<file path="config.mk">
export PLATFORM = sky130hd
export DESIGN_NAME = atan2_degrees_with_correction_unit
export DESIGN_NICKNAME = d
export VERILOG_FILES = /design/src/hdl/a2d_pkg.sv /design/src/hdl/a2d_div_cell.sv /design/src/hdl/a2d_post.sv /design/src/hdl/atan2_degrees_with_correction_unit.sv
export SDC_FILE = /design/constraint.sdc
export NUM_CORES = 2
export LEC_CHECK = 0
export BUFFER_PORTS_ARGS = -buffer_cell sky130_fd_sc_hd__buf_2
export CAP_MARGIN = 20
export CORE_MARGIN = 4
export CORE_UTILIZATION = 24
export DETAILED_ROUTE_END_ITERATION = 6
export PLACE_DENSITY = 0.39
export RECOVER_POWER = 25
export SETUP_SLACK_MARGIN = 0.4
export SKIP_CTS_REPAIR_TIMING = 1
export SLEW_MARGIN = 20
export SYNTH_ARGS = -nofsm -noshare
export SYNTH_HDL_FRONTEND = slang
export SYNTH_SLANG_ARGS = --single-unit
</file>
<file path="constraint.sdc">
create_clock -name clk -period 43.7 [get_ports clk]
set_clock_uncertainty 0.15 [all_clocks]
set_input_delay 8.74 -clock clk [delete_from_list [all_inputs] [get_ports clk]]
set_output_delay 8.74 -clock clk [all_outputs]
set_load 0.01 [all_outputs]
</file>
<file path="src/hdl/a2d_pkg.sv">
// ----------------------------------------------------------------------------
// a2d_pkg: shared constants, types and tables
// widths, fixed-point constants, error rom and cell payload type
// ----------------------------------------------------------------------------
package a2d_pkg;

  localparam int FRAC_W   = 16;
  localparam int NUM_CELLS = FRAC_W + 2;        // quotient bits 16..0 plus one
  localparam int MAG_W    = 18;                 // |num| up to 32768, den up to 65536
  localparam int REM_W    = MAG_W + FRAC_W;     // |num| * 2^16 and shifted divisor
  localparam int Q_W      = 18;                 // quotient magnitude, <= 2^16
  localparam int ROM_SIZE = 360;

  localparam logic [16:0] C1_Q16 = 17'd51472;
  localparam logic [17:0] C2_Q16 = 18'd154416;
  localparam logic [8:0]  CENTER_DEG = 9'd180;
  localparam logic [5:0]  SCALE_DEG  = 6'd57;
  localparam logic [3:0]  OFFSET_DEG = 4'd5;

  // payload carried down the divider row
  typedef struct packed {
    logic [REM_W-1:0] rem;     // partial remainder
    logic [MAG_W-1:0] den;     // divisor
    logic [Q_W-1:0]   quo;     // quotient bits so far
    logic             neg;     // quotient sign
    logic             xneg;    // x < 0
    logic             yneg;    // y < 0
    logic             dzero;   // divisor zero
  } a2d_cell_t;

  function automatic logic [3:0] corr_rom(input logic [8:0] idx);
    logic [3:0] t [0:ROM_SIZE-1];
    t = '{
 4'd5,4'd4,4'd6,4'd5,4'd6,4'd7,4'd5,4'd7,4'd8,4'd8,4'd5,4'd8,4'd9,4'd9,4'd9,
 4'd5,4'd9,4'd10,4'd10,4'd10,4'd10,4'd10,4'd10,4'd10,4'd10,4'd10,4'd10,4'd10,4'd10,4'd10,
 4'd9,4'd9,4'd9,4'd9,4'd9,4'd9,4'd8,4'd8,4'd8,4'd8,4'd7,4'd7,4'd7,4'd7,4'd6,
 4'd6,4'd6,4'd5,4'd5,4'd5,4'd5,4'd4,4'd4,4'd4,4'd4,4'd3,4'd3,4'd3,4'd3,4'd3,
 4'd2,4'd2,4'd2,4'd2,4'd2,4'd2,4'd2,4'd2,4'd2,4'd2,4'd2,4'd2,4'd2,4'd2,4'd2,
 4'd2,4'd2,4'd2,4'd2,4'd2,4'd5,4'd2,4'd3,4'd3,4'd5,4'd3,4'd4,4'd4,4'd5,4'd4,
 4'd5,4'd5,4'd5,4'd6,4'd5,4'd6,4'd7,4'd5,4'd7,4'd8,4'd8,4'd8,4'd5,4'd8,4'd9,
 4'd9,4'd9,4'd9,4'd9,4'd9,4'd9,4'd9,4'd9,4'd9,4'd9,4'd9,4'd9,4'd9,4'd9,4'd9,
 4'd9,4'd9,4'd9,4'd8,4'd8,4'd8,4'd8,4'd8,4'd7,4'd7,4'd7,4'd7,4'd6,4'd6,4'd6,
 4'd5,4'd5,4'd5,4'd5,4'd4,4'd4,4'd4,4'd4,4'd3,4'd3,4'd3,4'd3,4'd2,4'd2,4'd2,
 4'd2,4'd2,4'd2,4'd1,4'd1,4'd1,4'd1,4'd1,4'd1,4'd1,4'd1,4'd1,4'd1,4'd1,4'd1,
 4'd1,4'd5,4'd1,4'd2,4'd2,4'd2,4'd2,4'd5,4'd2,4'd3,4'd5,4'd3,4'd4,4'd4,4'd5,
 4'd4,4'd5,4'd5,4'd6,4'd6,4'd5,4'd6,4'd7,4'd5,4'd7,4'd8,4'd8,4'd8,4'd8,4'd5,
 4'd8,4'd9,4'd9,4'd9,4'd9,4'd9,4'd9,4'd9,4'd9,4'd9,4'd9,4'd9,4'd9,4'd9,4'd8,
 4'd8,4'd8,4'd8,4'd8,4'd8,4'd7,4'd7,4'd7,4'd7,4'd6,4'd6,4'd6,4'd6,4'd5,4'd5,
 4'd5,4'd5,4'd4,4'd4,4'd4,4'd3,4'd3,4'd3,4'd3,4'd2,4'd2,4'd2,4'd2,4'd2,4'd1,
 4'd1,4'd1,4'd1,4'd1,4'd1,4'd1,4'd1,4'd1,4'd1,4'd1,4'd1,4'd1,4'd1,4'd1,4'd1,
 4'd1,4'd1,4'd1,4'd5,4'd1,4'd2,4'd2,4'd2,4'd5,4'd2,4'd3,4'd5,4'd3,4'd4,4'd5,
 4'd4,4'd5,4'd5,4'd5,4'd6,4'd6,4'd5,4'd6,4'd7,4'd7,4'd5,4'd7,4'd8,4'd8,4'd8,
 4'd8,4'd8,4'd8,4'd8,4'd8,4'd8,4'd8,4'd8,4'd8,4'd8,4'd8,4'd8,4'd8,4'd8,4'd8,
 4'd8,4'd8,4'd7,4'd7,4'd7,4'd7,4'd7,4'd6,4'd6,4'd6,4'd6,4'd5,4'd5,4'd5,4'd5,
 4'd4,4'd4,4'd4,4'd3,4'd3,4'd3,4'd3,4'd2,4'd2,4'd2,4'd2,4'd1,4'd1,4'd1,4'd1,
 4'd1,4'd1,4'd0,4'd0,4'd0,4'd0,4'd0,4'd0,4'd0,4'd0,4'd0,4'd0,4'd0,4'd0,4'd0,
 4'd5,4'd0,4'd1,4'd1,4'd1,4'd5,4'd1,4'd2,4'd2,4'd5,4'd2,4'd3,4'd5,4'd3,4'd5};
    if (idx < 9'(ROM_SIZE)) begin
      return t[idx];
    end
    return t[ROM_SIZE-1];
  endfunction

endpackage

</file>
<file path="src/hdl/a2d_div_cell.sv">
// ----------------------------------------------------------------------------
// a2d_div_cell: one restoring division step
// resolves one quotient bit and hands the payload on
// ----------------------------------------------------------------------------
module a2d_div_cell import a2d_pkg::*; (
  input  logic       clk,
  input  logic       rst_n,
  input  logic       en,
  input  logic       vld_in,
  input  logic [4:0] shift,
  input  a2d_cell_t  d_in,
  output logic       vld_out,
  output a2d_cell_t  d_out
);

  logic       vld_r;
  a2d_cell_t  d_r;
  a2d_cell_t  d_nxt;
  logic [REM_W-1:0] dsh;
  logic [REM_W-1:0] rem_w;

  always_comb begin
    d_nxt = d_in;
    dsh   = {{FRAC_W{1'b0}}, d_in.den} << shift;
    rem_w = d_in.rem;
    d_nxt.quo = d_in.quo << 1;
    if (rem_w >= dsh) begin
      d_nxt.rem = rem_w - dsh;
      d_nxt.quo[0] = 1'b1;
    end
  end

  always_ff @(posedge clk) begin
    if (!rst_n) begin
      vld_r <= 1'b0;
    end else if (en) begin
      vld_r <= vld_in;
    end
  end

  always_ff @(posedge clk) begin
    if (en) begin
      d_r <= d_nxt;
    end
  end

  assign vld_out = vld_r;
  assign d_out   = d_r;

endmodule

</file>
<file path="src/hdl/a2d_post.sv">
// ----------------------------------------------------------------------------
// a2d_post: angle formation and correction
// two registered steps: angle in radians, then scaling to degrees, truncation and rom correction
// ----------------------------------------------------------------------------
module a2d_post import a2d_pkg::*; (
  input  logic       clk,
  input  logic       rst_n,
  input  logic       en,
  input  logic       vld_in,
  input  a2d_cell_t  d_in,
  output logic       vld_out,
  output logic [8:0] angle_deg
);

  logic signed [18:0] r_s;
  logic signed [35:0] ang_nxt;   // q32 angle, below 2^34
  logic signed [35:0] ang_r;
  logic               yneg_r;
  logic               v1_r;
  logic signed [42:0] sum;
  logic [8:0]         theta;
  logic [9:0]         res;
  logic               v2_r;
  logic [8:0]         out_r;

  always_comb begin
    logic signed [18:0] qs;
    logic signed [18:0] omr;
    logic signed [17:0] c1s;
    logic signed [35:0] rc1;
    qs  = $signed({1'b0, d_in.quo});
    c1s = $signed({1'b0, C1_Q16});
    r_s = d_in.dzero ? -19'sd65536 : (d_in.neg ? -qs : qs);
    omr = 19'sd65536 - r_s;
    rc1 = r_s * c1s;
    if (!d_in.xneg) begin
      ang_nxt = omr * c1s;
    end else begin
      ang_nxt = ($signed({18'd0, C2_Q16}) <<< 16) - rc1;
    end
  end

  always_comb begin
    logic signed [42:0] sc;
    logic signed [6:0]  s57;
    s57 = $signed({1'b0, SCALE_DEG});
    sc  = ang_r * s57;
    sum = ($signed({34'd0, CENTER_DEG}) <<< 32) + (yneg_r ? -sc : sc);
    if (sum < 0) begin
      theta = 9'd0;
    end else if (sum[42:32] >= 11'(ROM_SIZE)) begin
      theta = 9'(ROM_SIZE - 1);
    end else begin
      theta = sum[40:32];
    end
    res = 10'(theta) - 10'(corr_rom(theta)) + 10'(OFFSET_DEG);
  end

  always_ff @(posedge clk) begin
    if (!rst_n) begin
      v1_r <= 1'b0;
      v2_r <= 1'b0;
    end else if (en) begin
      v1_r <= vld_in;
      v2_r <= v1_r;
    end
  end

  always_ff @(posedge clk) begin
    if (en) begin
      ang_r  <= ang_nxt;
      yneg_r <= d_in.yneg;
      out_r  <= res[8:0];
    end
  end

  assign vld_out   = v2_r;
  assign angle_deg = out_r;

endmodule

</file>
<file path="src/hdl/atan2_degrees_with_correction_unit.sv">
// ----------------------------------------------------------------------------
// atan2_degrees_with_correction_unit: four-quadrant angle in whole degrees
// rational arctangent over a divider row, then rom error correction
// ----------------------------------------------------------------------------
// one x,y pair is taken every cycle and its angle passes through one input
// register, 18 divider cells each resolving one quotient bit, and two post
// stages; the whole row moves as one and stalls only when the output beat
// is held, so the rate is one pair per cycle with the consumer ready. 180 is
// the positive x axis; both inputs zero give the angle of theta 269.
module atan2_degrees_with_correction_unit import a2d_pkg::*; (
  input  logic        clk,
  input  logic        rst_n,
  input  logic        in_valid,
  output logic        in_ready,
  input  logic [15:0] in_x_comp,
  input  logic [15:0] in_y_comp,
  output logic        out_valid,
  input  logic        out_ready,
  output logic [8:0]  out_angle_deg
);

  logic       en;
  logic       v0_r;
  a2d_cell_t  c0_r;
  a2d_cell_t  c0_nxt;
  logic       cv [0:NUM_CELLS];
  a2d_cell_t  cd [0:NUM_CELLS];

  // pipeline advances unless a result beat is stuck at the output
  assign en       = out_ready || !out_valid;
  assign in_ready = en;

  // operand set-up: magnitudes of numerator and divisor, quotient sign
  always_comb begin
    logic signed [17:0] x, y, ay, num, den;
    x = 18'($signed(in_x_comp));
    y = 18'($signed(in_y_comp));
    ay = y[17] ? -y : y;
    if (!x[17]) begin
      num = x - ay;
      den = x + ay;
    end else begin
      num = x + ay;
      den = ay - x;
    end
    // dividend is |num| scaled by 2^16
    c0_nxt.rem   = {(num[17] ? MAG_W'(-num) : MAG_W'(num)), {FRAC_W{1'b0}}};
    c0_nxt.den   = MAG_W'(den);
    c0_nxt.quo   = '0;
    c0_nxt.neg   = num[17];
    c0_nxt.xneg  = x[17];
    c0_nxt.yneg  = y[17];
    c0_nxt.dzero = (den == 18'sd0);
  end

  always_ff @(posedge clk) begin
    if (!rst_n) begin
      v0_r <= 1'b0;
    end else if (en) begin
      v0_r <= in_valid;
    end
  end

  always_ff @(posedge clk) begin
    if (en) begin
      c0_r <= c0_nxt;
    end
  end

  assign cv[0] = v0_r;
  assign cd[0] = c0_r;

  // divider row: cell k tries den << (17-k)
  for (genvar k = 0; k < NUM_CELLS; k++) begin : g_cell
    a2d_div_cell u_cell (
      .clk     (clk),
      .rst_n   (rst_n),
      .en      (en),
      .vld_in  (cv[k]),
      .shift   (5'(NUM_CELLS - 1 - k)),
      .d_in    (cd[k]),
      .vld_out (cv[k+1]),
      .d_out   (cd[k+1])
    );
  end

  a2d_post u_post (
    .clk       (clk),
    .rst_n     (rst_n),
    .en        (en),
    .vld_in    (cv[NUM_CELLS]),
    .d_in      (cd[NUM_CELLS]),
    .vld_out   (out_valid),
    .angle_deg (out_angle_deg)
  );

endmodule

</file>
==> results.toml <==
[status]
status = "complete, no violations"

[cells_and_area]
antennaDiodeCount = 0
layout-drive-gt1-share_pct = 5.65
multi_input_area_um2 = 34600
most-common-layout-cells = "edfxtp_1 (1055), inv_1 (970), ha_1 (697), nor2_1 (482), nand2_1 (475)"
regArea_um2 = 32100
fin_cells = 10857
area_growth_syn_to_layout_pct = 13.3
n_fill_cell = 30718
final_net_count = 7748
layout_commonest_cell = "edfxtp_1"

[cts]
cts.htree.levels = 4
path_clk_slew_ns = 0.06
clock_path_buffers = 4
cts_tree = "done"
clock_sinks = 1076
ctsRootBufferMaster = "clkbuf_16"
cts_buffers = 138
clock_latency_ns = 0.78

[synth]
synth_flop_cell = "edfxtp_1"
async_flop_share_pct = 0
syn-cell-area_um2 = 70800
synth.avg_cell_area_um2 = 10.5
syn-instance-count = 6732
ys_types = 109
yosysSeqAreaShare_pct = 45.4
synth-edff-count = 1055
ys_ff_latch = 1076
yosys_warnings = 0

[die]
die_area_um2 = 304000
num_rows = 199
die_x_um = 551
dieHeight_um = 551
core_area_um2 = 294000
start_util_pct = 24.1
ios = 47

[setup_path]
cpMaxStageDelayCell = "buf_4"
rr_startpoint = "u_post.ang_r[15]"
cp-startpoint = "out_ready"
cp.required_ns = 34.81
critPathLaunchType = "input pin"
cp.arrival_ns = 9.64
cp-end-kind = "primary output"
r2r_setup_slack_ns = 30.34
r2r.worst_path.cells = 44
critPathKind = "in -> out"
slowest_delay_ns = 0.29
regToRegEndpoint = "u_post.angle_deg[8]"
crit_chain = "buf_2, nor2b_1, buf_4, inv_8, buf_2"
path_common_cell = "buf_2"
worstPathMaxFanout = 42

[grt]
gr-total-overflow = 0
grt.total_usage_pct = 10.5
grt_pass1_wl_um = 260000
grt_max_degree = 155
antenna_found_initial = 0
grt_pass1_vias = 48594

[placed_design]
port_buffers = 46
hpwl_um = 123000
gp_congestion = 0.814
dp.cells = 10623

[detailed_routing]
detail-route-antenna-nets = 0
first_pass_iters = 5
route.vias.total = 46956
via_per_inst = 4.32
drt_iter0_markers = 2196
drt_drc_violations_left = 0
wl_um = 160000
wl_per_cell_um = 14.7

[hold_path]
whs_endpoint = "g_cell[4].u_cell.d_out[5]"
min_from = "g_cell[3].u_cell.d_out[4]"
min_path_type = "reg -> reg"
hold_depth = 0

[sta]
fmax_mhz = 54.0
hold_viol = 0
period_share_pct = 42.4
setup_viol = 0
drv_slew = 0
tns_ns = 0
rsz0062_at_grt = "false"
slew_headroom_pct = 28.9
tightest_slew_ns = 1.06
period_needed_ns = 18.53

[job]
drv_cap = 0
-- worst max-delay path, delay by kind of cell --
kind	cells	cell delay (ns)
buffers and inverters	4	0.77
AND/OR/NAND/NOR	1	0.10
-- registers in the layout, summed over array words and instances (netlist names) --
register	cells
c0_r	39
g_cell.u_cell.vld_out	18
u_post.angle_deg	9
v0_r	1
u_post.ang_r	32
g_cell.u_cell.d_out	974
u_post.vld_out	1
u_post.v1_r	1
u_post.yneg_r	1
-- per-layer routing --
metal | global-route usage [%] | share of wire [%] | vias to the layer above
met5 | 0 | 0 | -
met4 | 3.42 | 3.3 | 0
met3 | 1.39 | 2.7 | 277
met2 | 18.5 | 48 | 565
met1 | 13.1 | 46 | 22204
li1 | - | - | 23910
-- worst max path at each step --
stage,to,cells past startpoint,slack [ns]
after floorplan,in_ready,3,12.77
final,in_ready,5,25.17
after global routing,in_ready,5,25.09
after global placement,in_ready,5,25.06
after detailed placement,in_ready,5,25.16
after CTS,in_ready,5,25.16
-- cell families after synthesis --
kind of cell    synth area share (%)
other cells                   0.0106
compound gates                  13.0
fa+ha+maj                       17.2
xor+xnor                        6.08
buf+inv                         5.90
simple gates                    11.1
flops                           45.4
mux                             1.41
-- layout make-up --
cell class | count | area share (%)
sequential | 1076 | 40.0
clock buffer | 171 | 4.56
timing repair buffer | 95 | 0.788
clock inverter | 63 | 0.733
tap | 3919 | 6.11
multi-input combinational | 4553 | 43.2
inverter | 980 | 4.60
-- through the flow --
step                setup slack [ns]  area [um2]  hold WS, ns  util [%]
CTS                            25.16       80200        0.241      27.3
detailed placement             25.16       75900        0.255      25.8
finish                         25.17       80200        0.243      27.3
floorplan                      12.77       70800        0.250         -
global placement               25.06       75900        0.250      25.8
global route                   25.09       80200        0.251      27.3
-- synthesized netlist by cell type (all sizes together), types with 97 or more instances --
cell | instances | area share (%)
a21boi | 150 | 1.6
a21o | 103 | 1.1
a21oi | 424 | 3.0
clkbuf | 108 | 0.57
edfxtp | 1055 | 45
fa | 171 | 4.8
ha | 697 | 12
inv | 974 | 5.2
nand2 | 478 | 2.5
nand2b | 104 | 0.92
nand3 | 103 | 0.73
nor2 | 484 | 2.6
nor3 | 97 | 0.69
o21ai | 371 | 2.6
xnor2 | 337 | 4.2
xor2 | 153 | 1.9
Power is left out: the tool's default activity adds up to more than one toggle a clock period on the data nets, which glitch-free logic cannot reach.
